### src/hw/rtl/bpc_pkg.sv
// ----------------------------------------------------------------------------
// Button press classifier package
// Shared types and constants for the button press classifier modules.
// ----------------------------------------------------------------------------
package bpc_pkg;

   localparam int unsigned CsrDataW  = 24;
   localparam int unsigned SlotCount = 5;
   localparam int unsigned SlotCntW  = 3;
   localparam int unsigned FifoDepth = 8;
   localparam int unsigned FifoPtrW  = 3;
   localparam int unsigned FifoCntW  = 4;

   typedef enum logic [2:0] {
      REG_PRESS_MODE    = 3'd0,
      REG_INVERT_MASK   = 3'd1,
      REG_THREE_BUTTONS = 3'd2,
      REG_MIN_PRESS     = 3'd3,
      REG_LONG_PRESS    = 3'd4,
      REG_GAP_MAIN      = 3'd5,
      REG_GAP_THIRD     = 3'd6
   } csr_index_type;

   localparam logic [1:0] MODE_SHORT = 2'd1;
   localparam logic [1:0] MODE_FULL  = 2'd2;

   localparam logic [1:0] ID_PAIR    = 2'd3;
   localparam logic [7:0] CODE_LONG  = 8'd0;
   localparam logic [7:0] CODE_SHORT = 8'd1;

   typedef struct packed {
      logic [1:0]  press_mode;
      logic [2:0]  invert_mask;
      logic        three_buttons;
      logic [19:0] min_press_ticks;
      logic [23:0] long_press_ticks;
      logic [23:0] gap_ticks_main;
      logic [23:0] gap_ticks_third;
   } cfg_type;

   typedef struct packed {
      logic [1:0] button_id;
      logic [7:0] press_code;
   } event_type;

   typedef struct packed {
      logic [SlotCount-1:0]            valid;
      event_type [SlotCount-1:0]       slot;
   } event_bundle_type;

   typedef struct packed {
      logic      last_event;
      event_type ev;
   } entry_type;

endpackage

### src/hw/rtl/bpc_csr.sv
// ----------------------------------------------------------------------------
// Button press classifier register file
// Holds the configuration registers written through the plain write port.
// ----------------------------------------------------------------------------
module bpc_csr import bpc_pkg::*; (
   input  logic                clock,
   input  logic                reset,
   input  logic                csr_we,
   input  logic [2:0]          csr_index,
   input  logic [CsrDataW-1:0] csr_wdata,
   output cfg_type             cfg
);

   cfg_type cfg_ff;
   cfg_type cfg_in;

   always_comb begin
      cfg_in = cfg_ff;
      if (csr_we) begin
         unique case (csr_index_type'(csr_index))
            REG_PRESS_MODE:    cfg_in.press_mode       = csr_wdata[1:0];
            REG_INVERT_MASK:   cfg_in.invert_mask      = csr_wdata[2:0];
            REG_THREE_BUTTONS: cfg_in.three_buttons    = csr_wdata[0];
            REG_MIN_PRESS:     cfg_in.min_press_ticks  = csr_wdata[19:0];
            REG_LONG_PRESS:    cfg_in.long_press_ticks = csr_wdata[23:0];
            REG_GAP_MAIN:      cfg_in.gap_ticks_main   = csr_wdata[23:0];
            REG_GAP_THIRD:     cfg_in.gap_ticks_third  = csr_wdata[23:0];
            default: ;
         endcase
      end
   end

   always_ff @(posedge clock) begin
      if (reset) begin
         cfg_ff.press_mode       <= MODE_FULL;
         cfg_ff.invert_mask      <= 3'd0;
         cfg_ff.three_buttons    <= 1'b0;
         cfg_ff.min_press_ticks  <= 20'd3000;
         cfg_ff.long_press_ticks <= 24'd200000;
         cfg_ff.gap_ticks_main   <= 24'd120000;
         cfg_ff.gap_ticks_third  <= 24'd40000;
      end else begin
         cfg_ff <= cfg_in;
      end
   end

   assign cfg = cfg_ff;

endmodule

### src/hw/rtl/bpc_core.sv
// ----------------------------------------------------------------------------
// Button press classifier core
// Tracks levels, press times, click counts and the gap timer, and forms the
// events caused by one sampled tick.
// ----------------------------------------------------------------------------
module bpc_core import bpc_pkg::*; #(
   parameter int unsigned NUM_BUTTONS = 3
) (
   input  logic             clock,
   input  logic             reset,
   input  logic             beat_valid,
   input  logic [2:0]       raw,
   input  cfg_type          cfg,
   output event_bundle_type bundle
);

   localparam logic HasThird = (NUM_BUTTONS >= 3);

   logic [31:0] now_ff, now_in;
   logic [2:0]  prev_ff;
   logic        both_ff, both_in;
   logic [23:0] gap_rem_ff, gap_rem_in;
   logic        gap_run_ff, gap_run_in;

   logic [31:0] start_cur [3];
   logic [31:0] start_in  [3];
   logic [7:0]  count_cur [3];
   logic [7:0]  count_in  [3];

   logic [2:0]  lv, chg;
   logic [23:0] gap_dec;
   logic        expire;
   logic        third;
   logic        edge_hit;
   logic [1:0]  sel_b;
   logic [31:0] dur;
   logic [23:0] gap_load;
   logic        is_short, is_long;
   event_bundle_type bundle_c;

   genvar gb;
   generate
      for (gb = 0; gb < 3; gb++) begin : g_btn
         if (gb < NUM_BUTTONS) begin : g_on
            logic [31:0] start_ff;
            logic [7:0]  count_ff;
            always_ff @(posedge clock) begin
               if (reset) begin
                  start_ff <= 32'd0;
                  count_ff <= 8'd0;
               end else if (beat_valid) begin
                  start_ff <= start_in[gb];
                  count_ff <= count_in[gb];
               end
            end
            assign start_cur[gb] = start_ff;
            assign count_cur[gb] = count_ff;
         end else begin : g_off
            assign start_cur[gb] = 32'd0;
            assign count_cur[gb] = 8'd0;
         end
      end
   endgenerate

   always_comb begin
      lv      = raw ^ cfg.invert_mask;
      chg     = lv ^ prev_ff;
      third   = cfg.three_buttons && HasThird;
      gap_dec = gap_rem_ff - 24'd1;
      expire  = gap_run_ff && (gap_dec == 24'd0);

      gap_rem_in = gap_run_ff ? gap_dec : gap_rem_ff;
      gap_run_in = gap_run_ff && !expire;
      both_in    = both_ff;
      now_in     = now_ff + 32'd1;

      bundle_c = '0;
      for (int b = 0; b < 3; b++) begin
         start_in[b] = start_cur[b];
         count_in[b] = expire ? 8'd0 : count_cur[b];
         bundle_c.valid[b]          = expire && (count_cur[b] != 8'd0);
         bundle_c.slot[b].button_id = 2'(b);
         bundle_c.slot[b].press_code = count_cur[b];
      end

      priority if (chg[0]) begin
         edge_hit = 1'b1;
         sel_b    = 2'd0;
      end else if (chg[1]) begin
         edge_hit = 1'b1;
         sel_b    = 2'd1;
      end else if (chg[2] && third) begin
         edge_hit = 1'b1;
         sel_b    = 2'd2;
      end else begin
         edge_hit = 1'b0;
         sel_b    = 2'd0;
      end

      dur      = now_ff - start_cur[sel_b];
      gap_load = (sel_b == 2'd2) ? cfg.gap_ticks_third : cfg.gap_ticks_main;
      is_short = (sel_b != 2'd2) && (dur < {12'd0, cfg.min_press_ticks});
      is_long  = !is_short && (dur > {8'd0, cfg.long_press_ticks});

      unique case (cfg.press_mode)
         MODE_SHORT: begin
            if (chg[0] && !lv[0]) begin
               bundle_c.valid[3] = 1'b1;
               bundle_c.slot[3]  = '{button_id: 2'd0, press_code: CODE_SHORT};
               start_in[0]       = 32'd0;
            end
            if (chg[1] && !lv[1]) begin
               bundle_c.valid[4] = 1'b1;
               bundle_c.slot[4]  = '{button_id: 2'd1, press_code: CODE_SHORT};
               start_in[1]       = 32'd0;
            end
         end
         MODE_FULL: begin
            priority if (both_ff) begin
               if (lv[0] && lv[1]) begin
                  both_in = 1'b0;
               end
            end else if (!lv[0] && !lv[1]) begin
               bundle_c.valid[3] = 1'b1;
               bundle_c.slot[3]  = '{button_id: ID_PAIR, press_code: CODE_LONG};
               both_in           = 1'b1;
            end else if (edge_hit) begin
               if (lv[sel_b]) begin
                  priority if (is_short) begin
                     count_in[sel_b] = 8'd0;
                  end else if (is_long) begin
                     gap_run_in        = 1'b0;
                     gap_rem_in        = 24'd0;
                     count_in[sel_b]   = 8'd0;
                     bundle_c.valid[3] = 1'b1;
                     bundle_c.slot[3]  = '{button_id: sel_b, press_code: CODE_LONG};
                  end else begin
                     if (count_in[sel_b] != 8'hFF) begin
                        count_in[sel_b] = count_in[sel_b] + 8'd1;
                     end
                     gap_rem_in = (gap_load == 24'd0) ? 24'd1 : gap_load;
                     gap_run_in = 1'b1;
                  end
               end else begin
                  start_in[sel_b] = now_ff;
               end
            end else begin
               both_in = both_ff;
            end
         end
         default: ;
      endcase
   end

   always_ff @(posedge clock) begin
      if (reset) begin
         now_ff     <= 32'd0;
         prev_ff    <= 3'b111;
         both_ff    <= 1'b0;
         gap_rem_ff <= 24'd0;
         gap_run_ff <= 1'b0;
      end else if (beat_valid) begin
         now_ff     <= now_in;
         prev_ff    <= lv;
         both_ff    <= both_in;
         gap_rem_ff <= gap_rem_in;
         gap_run_ff <= gap_run_in;
      end
   end

   always_comb begin
      bundle       = bundle_c;
      bundle.valid = beat_valid ? bundle_c.valid : '0;
   end

   // The timer holds a nonzero count exactly while it runs.
   a_gap_running: assert property (@(posedge clock) disable iff (reset)
      gap_run_ff == (gap_rem_ff != 24'd0))
      else $error("gap timer count disagrees with its running flag");

   a_pair_mode: assert property (@(posedge clock) disable iff (reset)
      $rose(both_ff) |-> $past(cfg.press_mode) == MODE_FULL)
      else $error("pair hold set outside full classification");

   a_mode_short_no_pair: assert property (@(posedge clock) disable iff (reset)
      (cfg.press_mode == MODE_SHORT) |-> !(bundle.valid[3] &&
         bundle.slot[3].button_id == ID_PAIR))
      else $error("pair event in short press mode");

endmodule

### src/hw/rtl/bpc_rsp_fifo.sv
// ----------------------------------------------------------------------------
// Button press classifier result queue
// Packs up to five events of one tick into a small queue and hands them out
// one beat at a time.
// ----------------------------------------------------------------------------
module bpc_rsp_fifo import bpc_pkg::*; (
   input  logic             clock,
   input  logic             reset,
   input  event_bundle_type bundle,
   output logic             space_ok,
   output logic             rsp_tvalid,
   input  logic             rsp_tready,
   output entry_type        rsp_entry
);

   entry_type             mem_ff [FifoDepth];
   logic [FifoPtrW-1:0]   wr_ptr_ff, wr_ptr_in;
   logic [FifoPtrW-1:0]   rd_ptr_ff, rd_ptr_in;
   logic [FifoCntW-1:0]   count_ff, count_in;
   logic [FifoPtrW-1:0]   wr_idx  [SlotCount];
   logic [SlotCount-1:0]  is_last;
   logic [SlotCntW-1:0]   push_n;
   logic                  seen;
   logic                  pop;

   always_comb begin
      push_n = '0;
      for (int k = 0; k < SlotCount; k++) begin
         wr_idx[k] = wr_ptr_ff + FifoPtrW'(push_n);
         if (bundle.valid[k]) begin
            push_n = push_n + SlotCntW'(1);
         end
      end
      seen = 1'b0;
      for (int k = SlotCount - 1; k >= 0; k--) begin
         is_last[k] = bundle.valid[k] && !seen;
         seen       = seen || bundle.valid[k];
      end
   end

   assign pop        = rsp_tvalid && rsp_tready;
   assign rsp_tvalid = (count_ff != '0);
   assign rsp_entry  = mem_ff[rd_ptr_ff];
   assign space_ok   = (count_ff <= FifoCntW'(FifoDepth - SlotCount));

   assign wr_ptr_in = wr_ptr_ff + FifoPtrW'(push_n);
   assign rd_ptr_in = rd_ptr_ff + FifoPtrW'(pop);
   assign count_in  = count_ff + FifoCntW'(push_n) - FifoCntW'(pop);

   always_ff @(posedge clock) begin
      for (int k = 0; k < SlotCount; k++) begin
         if (bundle.valid[k]) begin
            mem_ff[wr_idx[k]] <= '{last_event: is_last[k], ev: bundle.slot[k]};
         end
      end
   end

   always_ff @(posedge clock) begin
      if (reset) begin
         wr_ptr_ff <= '0;
         rd_ptr_ff <= '0;
         count_ff  <= '0;
      end else begin
         wr_ptr_ff <= wr_ptr_in;
         rd_ptr_ff <= rd_ptr_in;
         count_ff  <= count_in;
      end
   end

   a_no_overflow: assert property (@(posedge clock) disable iff (reset)
      (bundle.valid != '0) |-> space_ok)
      else $error("events pushed without room in the queue");

   a_count_bound: assert property (@(posedge clock) disable iff (reset)
      count_ff <= FifoCntW'(FifoDepth))
      else $error("queue fill beyond its depth");

   a_ptr_track: assert property (@(posedge clock) disable iff (reset)
      FifoPtrW'(wr_ptr_ff - rd_ptr_ff) == FifoPtrW'(count_ff))
      else $error("queue pointers disagree with the fill count");

endmodule

### src/hw/rtl/button_press_classifier_unit.sv
// ----------------------------------------------------------------------------
// Button press classifier
// Turns sampled button levels into short, long, multi-click and pair events.
// ----------------------------------------------------------------------------
// Each req beat is one tick carrying the raw levels of three buttons. The
// tick is classified in the cycle it is accepted and its events, zero to
// five of them, are written into an eight-entry result queue at that edge.
// The events of a tick are offered on rsp from the queue registers, after
// any earlier events; rsp_tlast marks the final event caused by that tick,
// and a tick that causes no event produces no rsp beat.
// One tick is accepted every cycle while the queue holds three entries or
// fewer, so that the worst case of five events always fits; the rsp side
// drains one event per cycle. When the receiver stalls, the queue fills and
// req_tready drops until room returns, with nothing lost.
// Reset empties the queue, clears the tick counter, press times, click
// counts and gap timer, treats all buttons as released and loads the
// register defaults. Registers are written through csr_we, csr_index and
// csr_wdata; the user must do this only while no tick is in flight (unenforced).
// ----------------------------------------------------------------------------
module button_press_classifier_unit import bpc_pkg::*; #(
   parameter int unsigned NUM_BUTTONS = 3
) (
   input  logic                clock,
   input  logic                reset,
   input  logic                req_tvalid,
   output logic                req_tready,
   input  logic [7:0]          req_tdata,   // raw_button0, raw_button1, raw_button2
   output logic                rsp_tvalid,
   input  logic                rsp_tready,
   output logic [15:0]         rsp_tdata,   // button_id[1:0], press_code[9:2]
   output logic                rsp_tlast,
   input  logic                csr_we,
   input  logic [2:0]          csr_index,
   input  logic [CsrDataW-1:0] csr_wdata
);

   cfg_type          cfg;
   event_bundle_type bundle;
   entry_type        rsp_entry;
   logic             space_ok;

   assign req_tready = space_ok;

   bpc_csr u_csr (
      .clock     (clock),
      .reset     (reset),
      .csr_we    (csr_we),
      .csr_index (csr_index),
      .csr_wdata (csr_wdata),
      .cfg       (cfg)
   );

   bpc_core #(
      .NUM_BUTTONS (NUM_BUTTONS)
   ) u_core (
      .clock      (clock),
      .reset      (reset),
      .beat_valid (req_tvalid && req_tready),
      .raw        (req_tdata[2:0]),
      .cfg        (cfg),
      .bundle     (bundle)
   );

   bpc_rsp_fifo u_fifo (
      .clock      (clock),
      .reset      (reset),
      .bundle     (bundle),
      .space_ok   (space_ok),
      .rsp_tvalid (rsp_tvalid),
      .rsp_tready (rsp_tready),
      .rsp_entry  (rsp_entry)
   );

   assign rsp_tdata = {6'd0, rsp_entry.ev.press_code, rsp_entry.ev.button_id};
   assign rsp_tlast = rsp_entry.last_event;

endmodule
### config.mk
export PLATFORM = sky130hd
export DESIGN_NAME = button_press_classifier_unit
export DESIGN_NICKNAME = d
export VERILOG_FILES = /design/src/hw/rtl/bpc_pkg.sv /design/src/hw/rtl/bpc_csr.sv /design/src/hw/rtl/bpc_core.sv /design/src/hw/rtl/bpc_rsp_fifo.sv /design/src/hw/rtl/button_press_classifier_unit.sv
export SDC_FILE = /design/constraint.sdc
export NUM_CORES = 1
export LEC_CHECK = 0
export BUFFER_PORTS_ARGS = -buffer_cell sky130_fd_sc_hd__buf_2
export CAP_MARGIN = 0
export CORE_MARGIN = 2
export CORE_UTILIZATION = 38
export CTS_BUF_LIST = sky130_fd_sc_hd__clkbuf_8
export DETAILED_ROUTE_END_ITERATION = 7
export SLEW_MARGIN = 20
export SYNTH_ARGS = -nofsm -noshare
export SYNTH_HDL_FRONTEND = slang
export SYNTH_SLANG_ARGS = --single-unit
### constraint.sdc
create_clock -name clock -period 18.1 [get_ports clock]
set_input_delay 3.62 -clock clock [delete_from_list [all_inputs] [get_ports clock]]
set_output_delay 3.62 -clock clock [all_outputs]
set_load 0.02 [all_outputs]
# [After elaboration in Yosys (flattened, before gate mapping)]
# Memory sizes are Yosys's and may differ from the RTL's. A register that Yosys moved wholly into a read port is not among the register bits.
# Index checks and enable logic that the tools add are counted.
[word_totals] ff_bits=289 latch_bits=0 mem_bits_rw=88 rom_bits=0 output_inout_bits=19 n_memories=1
[op_classes] addsub=16 multipliers=0 div=0 n_lt_le_gt_ge=6 eq_ne=17 shifts=0 muxes=95 bitwise=8 n_reduce_logical=49
[memory_table] name="u_fifo.mem_ff" depth=8 word_bits=11 rd=1 rd_clocked_by_memory_dff=1 wr=5 line_no="bpc_rsp_fifo.sv:16" text="entry_type mem_ff [FifoDepth];"
[op_table] op="24-bit 2-to-1 mux" count=18
[op_table] op="96-bit 2-to-1 mux" count=4
[op_table] op="32-bit 2-to-1 mux" count=5
[op_table] op="64-bit one-hot mux with 2 select lines" count=1
[op_table] op="96-bit bitwise mux" count=1
[op_table] op="10-bit 2-to-1 mux" count=7
[op_table] op="32-bit binary-select mux with 2-bit select" count=1
[op_table] op="32-bit demux with 2-bit select" count=1
[op_table] op="24-bit zero test" count=2
[op_table] op="8-bit 2-to-1 mux" count=6
[op_table] op="1-bit 2-to-1 mux" count=35
[op_table] op="32-bit by 1-bit adder with 32-bit output, second input constant" count=1
[op_table] op="32-bit by 24-bit greater-than comparator with 1-bit output" count=1
[op_table] op="32-bit by 20-bit less-than comparator with 1-bit output" count=1
[op_table] op="32-bit subtractor" count=1
[op_table] op="24-bit bitwise AND" count=1
[op_table] op="24-bit bitwise mux" count=1
[op_table] op="24-bit inverter" count=1
[op_table] op="8-bit nonzero test" count=3
[op_table] op="24-bit by 1-bit subtractor with 24-bit output, second input constant" count=1
[op_table] op="10-bit one-hot mux with 2 select lines" count=1
[op_table] op="1-bit logical AND" count=19
[op_table] op="8-bit binary-select mux with 2-bit select" count=1
[op_table] op="8-bit demux with 2-bit select" count=1
[op_table] op="other kinds (36)" count=77

# [Longest topological paths before layout]
# Gate-level depths: netlist of the first run.
[logic_depth] word_depth=34 depth_mapped=45 mapped_depth_nobuf=40

# [Hierarchy]
# Synthesis of the first run repeated with hierarchy kept, for this count alone.
[unflattened] hier_cells=3168 area_unflattened_um2=25398.1
[modules_own_cells] module="bpc_core" instances=1 cells_per_inst=1738 area_each_um2=12859.8 seq_area_each_um2=3623.5
[modules_own_cells] module="bpc_rsp_fifo" instances=1 cells_per_inst=1049 area_each_um2=8483.1 seq_area_each_um2=2842.7
[modules_own_cells] module="bpc_csr" instances=1 cells_per_inst=373 area_each_um2=4000.1 seq_area_each_um2=1961.9
[modules_own_cells] module="button_press_classifier_unit" instances=1 cells_per_inst=8 area_each_um2=55.1 seq_area_each_um2=0.0

# [Least setup slack after synthesis of the first run]
# No wires, ideal clock.
[synth_path] path_type="input -> register" from="input req_tdata[0]" to="memory u_fifo.mem_ff[4][0] (netlist bit), enable pin" arrival_ns=11.771 t_required_ns=17.832 path_slack_ns=6.061 cell_stages=41 n_path_buf=6 cell_sequence="xnor2_1 ha_1 and3_1 clkbuf_1 and2_1 clkbuf_1 buf_1 clkbuf_1 a22oi_1 nand2_1 ha_1 inv_1 fa_1 a21o_1 a221oi_1 o31ai_1 a21oi_1 o21ai_0 [5 not listed] nand3_1 nor3_1 o31ai_1 a31oi_1 or2_2 a21oi_1 a21oi_1 buf_2 buf_2 nand2_1 xnor2_1 ha_1 inv_1 fa_1 xor2_2 xor2_2 o21ai_2 or3_1"
[synth_lines] item="start, declared" line_no="button_press_classifier_unit.sv:27" text="input logic [7:0] req_tdata,"
[synth_lines] item="end, declared" line_no="bpc_rsp_fifo.sv:16"

==> out/qor.txt, run 1 <==
Top FF cell, synth: dfxtp_1
Vias per cell: 5.727
WP depth: 39
GPL Wtd Cong: 0.9642
Num CTS Buffers: 68
Share of layout cells above drive strength 1: 10.74%
Startpoint types: input pin
CTS resizes: 0
Hold slack: 0.4462 ns
Initial antenna violation count: 2
Sequential fraction of the synthesis area: 34.12%
Worst hold path class: reg -> reg
CTS clk-pin slew, worst paths: 0.06 ns
Tmin final: 13.34 ns
DR pass1 iterations: 5
Core Region: 59240 um^2
Synth top area share: 30.96%
Count of cell types in the netlist: 98
CTS Hold Bufs: 0
Status: complete, no violations
Dpl cell area: 23540 um^2
CP required: 18.47 ns
Fin. Hold Viols: 0
Tcrit/Tclk final: 73.72%
Static Leak: 0.009779 uW
Post-synth EDFFs: 24
Nets: 2988
Clock Skew: 0.03542 ns
Antenna Nets Post-Route: 0
Yosys warning total: 0
Yosys top cell by area: dfxtp_1
Worst-margin pin slew: 1.104 ns
Die width: 249.1 um
Root buf cell: clkbuf_8
Top cells by area, synth: dfxtp_1 31%, nand2_1 8.2%, a21oi_1 7.3%
Maximum vdd drop: 0.08265 mV
R2R cell count: 38
CTS H-Tree Depth: 3
CP max stage delay: 0.57 ns
Post-synth ARST share: 0%
MaxCap Viol Count: 0
Cell Area, Synth: 22820 um^2
FF+latch count, synth: 377
Die Ht: 249.1 um
Hpwl dp: 49860 um
Final wirelength: 71810 um
Vias: 20970
Starting Density: 38.53%
CP top delay family: compound AO/OA/AOI/OAI gates
Critical Path Fanout Max: 32
Power Dens Cells: 94.71 nW/um^2
Clk_lat worst skew: 0.67 ns
Clock Sinks: 377
1st-iter DRT viols: 1487
Design area: 24860 um^2
Post-Synthesis Cells: 2887
Syn avg cell area: 7.906 um^2
Setup TNS: 0 ns
Post-placement cell count: 3545
Max-slew violation count: 0
Worst path slowest cell: xnor2_2
Port Buf Inserts: 47
IO Count: 59
Max_slew headroom: 26.41%
Post-CTS Setup Inserts: 0
Unrepaired setup endpoints after global routing: no
Pre-CTS WS: 4.205 ns
DRC viols: 0
Pin count of the biggest net entering global routing: 95
Critical Path Sink: u_fifo.mem_ff[0][0]$_DFFE_PP_
R2r setup slk: 7.53 ns
CTS tree: yes
Max Clock Freq: 0.07494 GHz
Total track usage: 22.74%
RR Endpoint: u_fifo.mem_ff[0][0]$_DFFE_PP_
Worst path bufs/invs: 6
Setup ws final: 4.757 ns
Post-Layout Cell Count: 3661
Maximum clock path buffer count: 3
Number of global-route vias before repair: 20390
Final-report setup violation count: 0
Crit Reg-Reg Startpoint: u_csr.cfg[93]$_SDFFE_PP0P_
Routed WL per cell: 19.61 um
Crit path capture type: flip-flop
Synth cell count leaders: 499 x nand2_1, 353 x dfxtp_1, 331 x a21oi_1
CP arrival: 13.72 ns
FP Rows: 89
Crit path kind: in -> reg
GRT Residual Overflow: 0
Die area: 62040 um^2
First-pass GRT wire length: 114000 um
Area growth from synthesis to layout: 8.935%
Most common cell in the netlist: nand2_1
Critical path origin: req_tdata[0]
-- placed cells by master (no fill, tap or decap), drive strengths merged, types with 74 or more instances in the layout --
cell type,count
nor2,250
nand3,142
o21ai,121
dfxtp,353
ha,100
mux2i,87
a21oi,331
buf,74
inv,106
clkbuf,82
nand2,499
-- registers in the layout, summed over array words and instances, names as in the netlist, 3 cells and up --
name and count:
u_core.now_ff 32, u_csr.cfg 98, u_core.prev_ff 3, u_core.g_btn.g_on.count_ff 24, u_fifo.count_ff 4, u_core.g_btn.g_on.start_ff 96
u_fifo.wr_ptr_ff 3, u_fifo.rd_ptr_ff 3, u_fifo.mem_ff 88, u_core.gap_rem_ff 24
-- where the power goes --
| part | leakage (uW) | switching (uW) | internal [uW] |
|---|---|---|---|
| clock network | 0.000755 | 376 | 422 |
| registers | 0.00311 | 15.1 | 857 |
| logic | 0.00591 | 447 | 237 |
-- worst reg2reg max path: cells and delay by family (launching register included) --
family                     cells  cell delay (ns)
AOI/OAI and AO/OA             11             2.85
xor gates and xnor gates       5             1.84
adders and majority gates      6             1.92
buffers and inverters          5             1.00
DFF                            1             0.32
and+or+nand+nor               11             2.35
-- per-stage QoR --
| stage | total power, uW | utilization (%) |
|---|---|---|
| floorplan | 1367 | - |
| detailed placement | 1568 | 39.73 |
| global placement | 1556 | 39.72 |
| finish | 2355 | 41.97 |
| CTS | 2372 | 41.94 |
| global route | 2486 | 41.97 |
-- layout make-up --
type / instances / area, um^2
multi-input combinational: 2236 / 14020
clock buffer: 81 / 1115
antenna: 2 / 5.005
inverter: 84 / 315.3
sequential: 377 / 7787
timing repair buffer: 75 / 454.2
tap: 773 / 967.2
clock inverter: 33 / 195.2
fill: 6059 / 34380
-- worst min-delay path by stage --
stage,cells past startpoint,slack (ns),end,from
after CTS,2,0.45,u_core.g_btn[0].g_on.start_ff[26]$_SDFFE_PP0P_,u_core.g_btn[0].g_on.start_ff[26]$_SDFFE_PP0P_
after detailed placement,2,0.44,u_core.g_btn[0].g_on.start_ff[23]$_SDFFE_PP0P_,u_core.g_btn[0].g_on.start_ff[23]$_SDFFE_PP0P_
after floorplan,2,0.43,u_fifo.mem_ff[7][1]$_SDFFE_PP0P_,u_fifo.mem_ff[7][1]$_SDFFE_PP0P_
final,2,0.45,u_core.g_btn[0].g_on.start_ff[26]$_SDFFE_PP0P_,u_core.g_btn[0].g_on.start_ff[26]$_SDFFE_PP0P_
after global placement,2,0.43,u_core.g_btn[0].g_on.start_ff[28]$_SDFFE_PP0P_,u_core.g_btn[0].g_on.start_ff[28]$_SDFFE_PP0P_
after global routing,2,0.46,u_core.g_btn[0].g_on.start_ff[28]$_SDFFE_PP0P_,u_core.g_btn[0].g_on.start_ff[28]$_SDFFE_PP0P_
-- logic make-up after synthesis --
kind of cell,count (synthesis),share of synthesized area (%)
multiplexers,172,9.094
other,1,0.01643
AND/OR/NAND/NOR,1174,23.71
flip-flops,377,34.12
adder cells (fa/ha/maj),106,6.008
AO/OA/AOI/OAI,685,18.28
XOR/XNOR,93,3.931
buffers and inverters,279,4.846
-- metal layers --
layer / GRT usage [%] / up-vias / share of wire [%]
li1: - / 10160 / -
met1: 28.90 / 10070 / 44
met2: 38.84 / 613 / 48
met3: 4.420 / 121 / 6.0
met4: 7.091 / 0 / 2.4
met5: 0 / - / 0
Power figures use the tool's default switching activity.
==> run 2: changes to the inputs <==
Clock period 18.1 ns to 11.7 ns, I/O delays scaled along.
==> out/qor.txt, run 2 (same netlist as run 1, synthesis figures left out) <==
CTS clk-pin slew, worst paths: 0.05 ns
CP max stage delay: 0.61 ns
R2r setup slk: 2.46 ns
Total track usage: 23.13%
CP required: 12.09 ns
Vias per cell: 5.738
Core Region: 59240 um^2
Power Dens Cells: 147.5 nW/um^2
Critical Path Sink: u_fifo.mem_ff[3][8]$_DFFE_PP_
GRT Residual Overflow: 0
Root buf cell: clkbuf_8
Commonest non-fill, non-tap cell in the layout: nand2_1
Post-Layout Cell Count: 3689
Area growth from synthesis to layout: 9.868%
Clock Skew: 0.05757 ns
Worst hold path class: reg -> reg
Max FFs per register: 98
Clock Sinks: 377
Critical path origin: req_tdata[1]
Port Buf Inserts: 47
Initial antenna violation count: 2
Crit path kind: in -> reg
CTS Hold Bufs: 0
Most frequent cells in the layout: 498 x nand2_1, 353 x dfxtp_1, 330 x a21oi_1
Fin. Hold Viols: 0
Setup TNS: 0 ns
CTS resizes: 0
Final-report setup violation count: 0
Nets: 3011
Worst-margin pin slew: 1.086 ns
RR Endpoint: u_fifo.mem_ff[3][8]$_DFFE_PP_
Share of layout cells above drive strength 1: 11.46%
Tcrit/Tclk final: 91.43%
Startpoint types: input pin
CTS H-Tree Depth: 3
CTS tree: yes
Comb power frac: 29.2%
Post-CTS Setup Inserts: 0
Vias: 21170
Hpwl dp: 51230 um
Die Ht: 249.1 um
GPL Wtd Cong: 0.9375
Die width: 249.1 um
Routed WL per cell: 19.90 um
Max-slew violation count: 0
Starting Density: 38.53%
Reg power frac: 36.5%
Clk pwr share: 34.3%
Number of global-route vias before repair: 20450
Static Leak: 0.009927 uW
IO Count: 59
Maximum vdd drop: 0.09242 mV
Max_slew headroom: 27.61%
1st-iter DRT viols: 1524
DR pass1 iterations: 6
Crit path capture type: flip-flop
MaxCap Viol Count: 0
Antenna Nets Post-Route: 0
Maximum clock path buffer count: 3
DRC viols: 0
Unrepaired setup endpoints after global routing: no
FP Rows: 89
Critical Path Fanout Max: 11
Num CTS Buffers: 70
Status: complete, no violations
Die area: 62040 um^2
Post-placement cell count: 3566
Crit Reg-Reg Startpoint: u_csr.cfg[94]$_SDFFE_PP0P_
Pin count of the biggest net entering global routing: 92
Net Switching: 1331 uW
Max Clock Freq: 0.09349 GHz
Clk_lat worst skew: 0.70 ns
Final wirelength: 73420 um
Tmin final: 10.70 ns
Cell Int Power: 2367 uW
R2R cell count: 38
Worst path slowest cell: xnor2_2
CP arrival: 11.09 ns
First-pass GRT wire length: 115300 um
Switching share of power: 35.99%
[run 2: cell count changes in the layout (fill, tap and decap cells not counted), sizes merged]
cell    delta
clkbuf     +2
clkinv     +1
bufinv     -1
inv        +5
buf       +21
[run 2: per-layer routing]
metal | GRT usage (%) | vias up | part of all wire (%)
met1 | 30.60 | 10160 | 44
met4 | 6.885 | 0 | 2.4
met3 | 3.668 | 132 | 5.8
met2 | 38.80 | 682 | 48
li1 | - | 10200 | -
met5 | 0 | - | 0
[run 2: worst min-delay path by stage]
stage / startpoint / end / slack (ns) / cells past startpoint
2_1_floorplan: u_fifo.mem_ff[7][1]$_SDFFE_PP0P_ / u_fifo.mem_ff[7][1]$_SDFFE_PP0P_ / 0.43 / 2
3_5_place_dp: u_core.g_btn[0].g_on.start_ff[26]$_SDFFE_PP0P_ / u_core.g_btn[0].g_on.start_ff[26]$_SDFFE_PP0P_ / 0.44 / 2
6_report: u_core.g_btn[0].g_on.start_ff[31]$_SDFFE_PP0P_ / u_core.g_btn[0].g_on.start_ff[31]$_SDFFE_PP0P_ / 0.45 / 2
4_1_cts: u_core.g_btn[0].g_on.start_ff[26]$_SDFFE_PP0P_ / u_core.g_btn[0].g_on.start_ff[26]$_SDFFE_PP0P_ / 0.45 / 2
3_3_place_gp: u_core.g_btn[0].g_on.start_ff[28]$_SDFFE_PP0P_ / u_core.g_btn[0].g_on.start_ff[28]$_SDFFE_PP0P_ / 0.43 / 2
5_1_grt: u_core.g_btn[0].g_on.start_ff[28]$_SDFFE_PP0P_ / u_core.g_btn[0].g_on.start_ff[28]$_SDFFE_PP0P_ / 0.46 / 2
[run 2: worst max-delay path: cells and delay by family]
family          cells  cell delay, ns
buf+inv             5            0.60
xor+xnor            5            1.55
fa+ha+maj           6            1.87
simple gates       12            2.37
compound gates     11            2.34
[run 2: power groups by stage]
stage                     clock [uW]  combinational, uW  sequential (uW)
final                           1270               1080             1350
after floorplan                    0                742             1370
after global placement             0               1050             1380
after detailed placement           0               1070             1380
after CTS                       1300               1080             1350
after global routing            1360               1190             1350
[run 2: layout make-up]
cell class	count	area, um^2
Antenna cell	2	5.005
Clock buffer	83	1142
Clock inverter	38	225.2
Fill cell	6013	34170
Inverter	84	315.3
Multi-Input combinational cell	2236	14010
Sequential cell	377	7787
Tap cell	773	967.2
Timing Repair Buffer	96	624.3
[run 2: through the flow]
stage          total power (uW)  instance area, um^2  setup WS (ns)  hold slack (ns)  util (%)
6_report                   3698                25080          1.003           0.4459     42.33
2_1_floorplan              2115                22840         0.9412           0.4287         -
4_1_cts                    3726                25070          1.030           0.4482     42.32
3_3_place_gp               2430                23700         0.5377           0.4340     40.00
5_1_grt                    3897                25070         0.3415           0.4642     42.32
3_5_place_dp               2448                23700         0.3591           0.4402     40.01
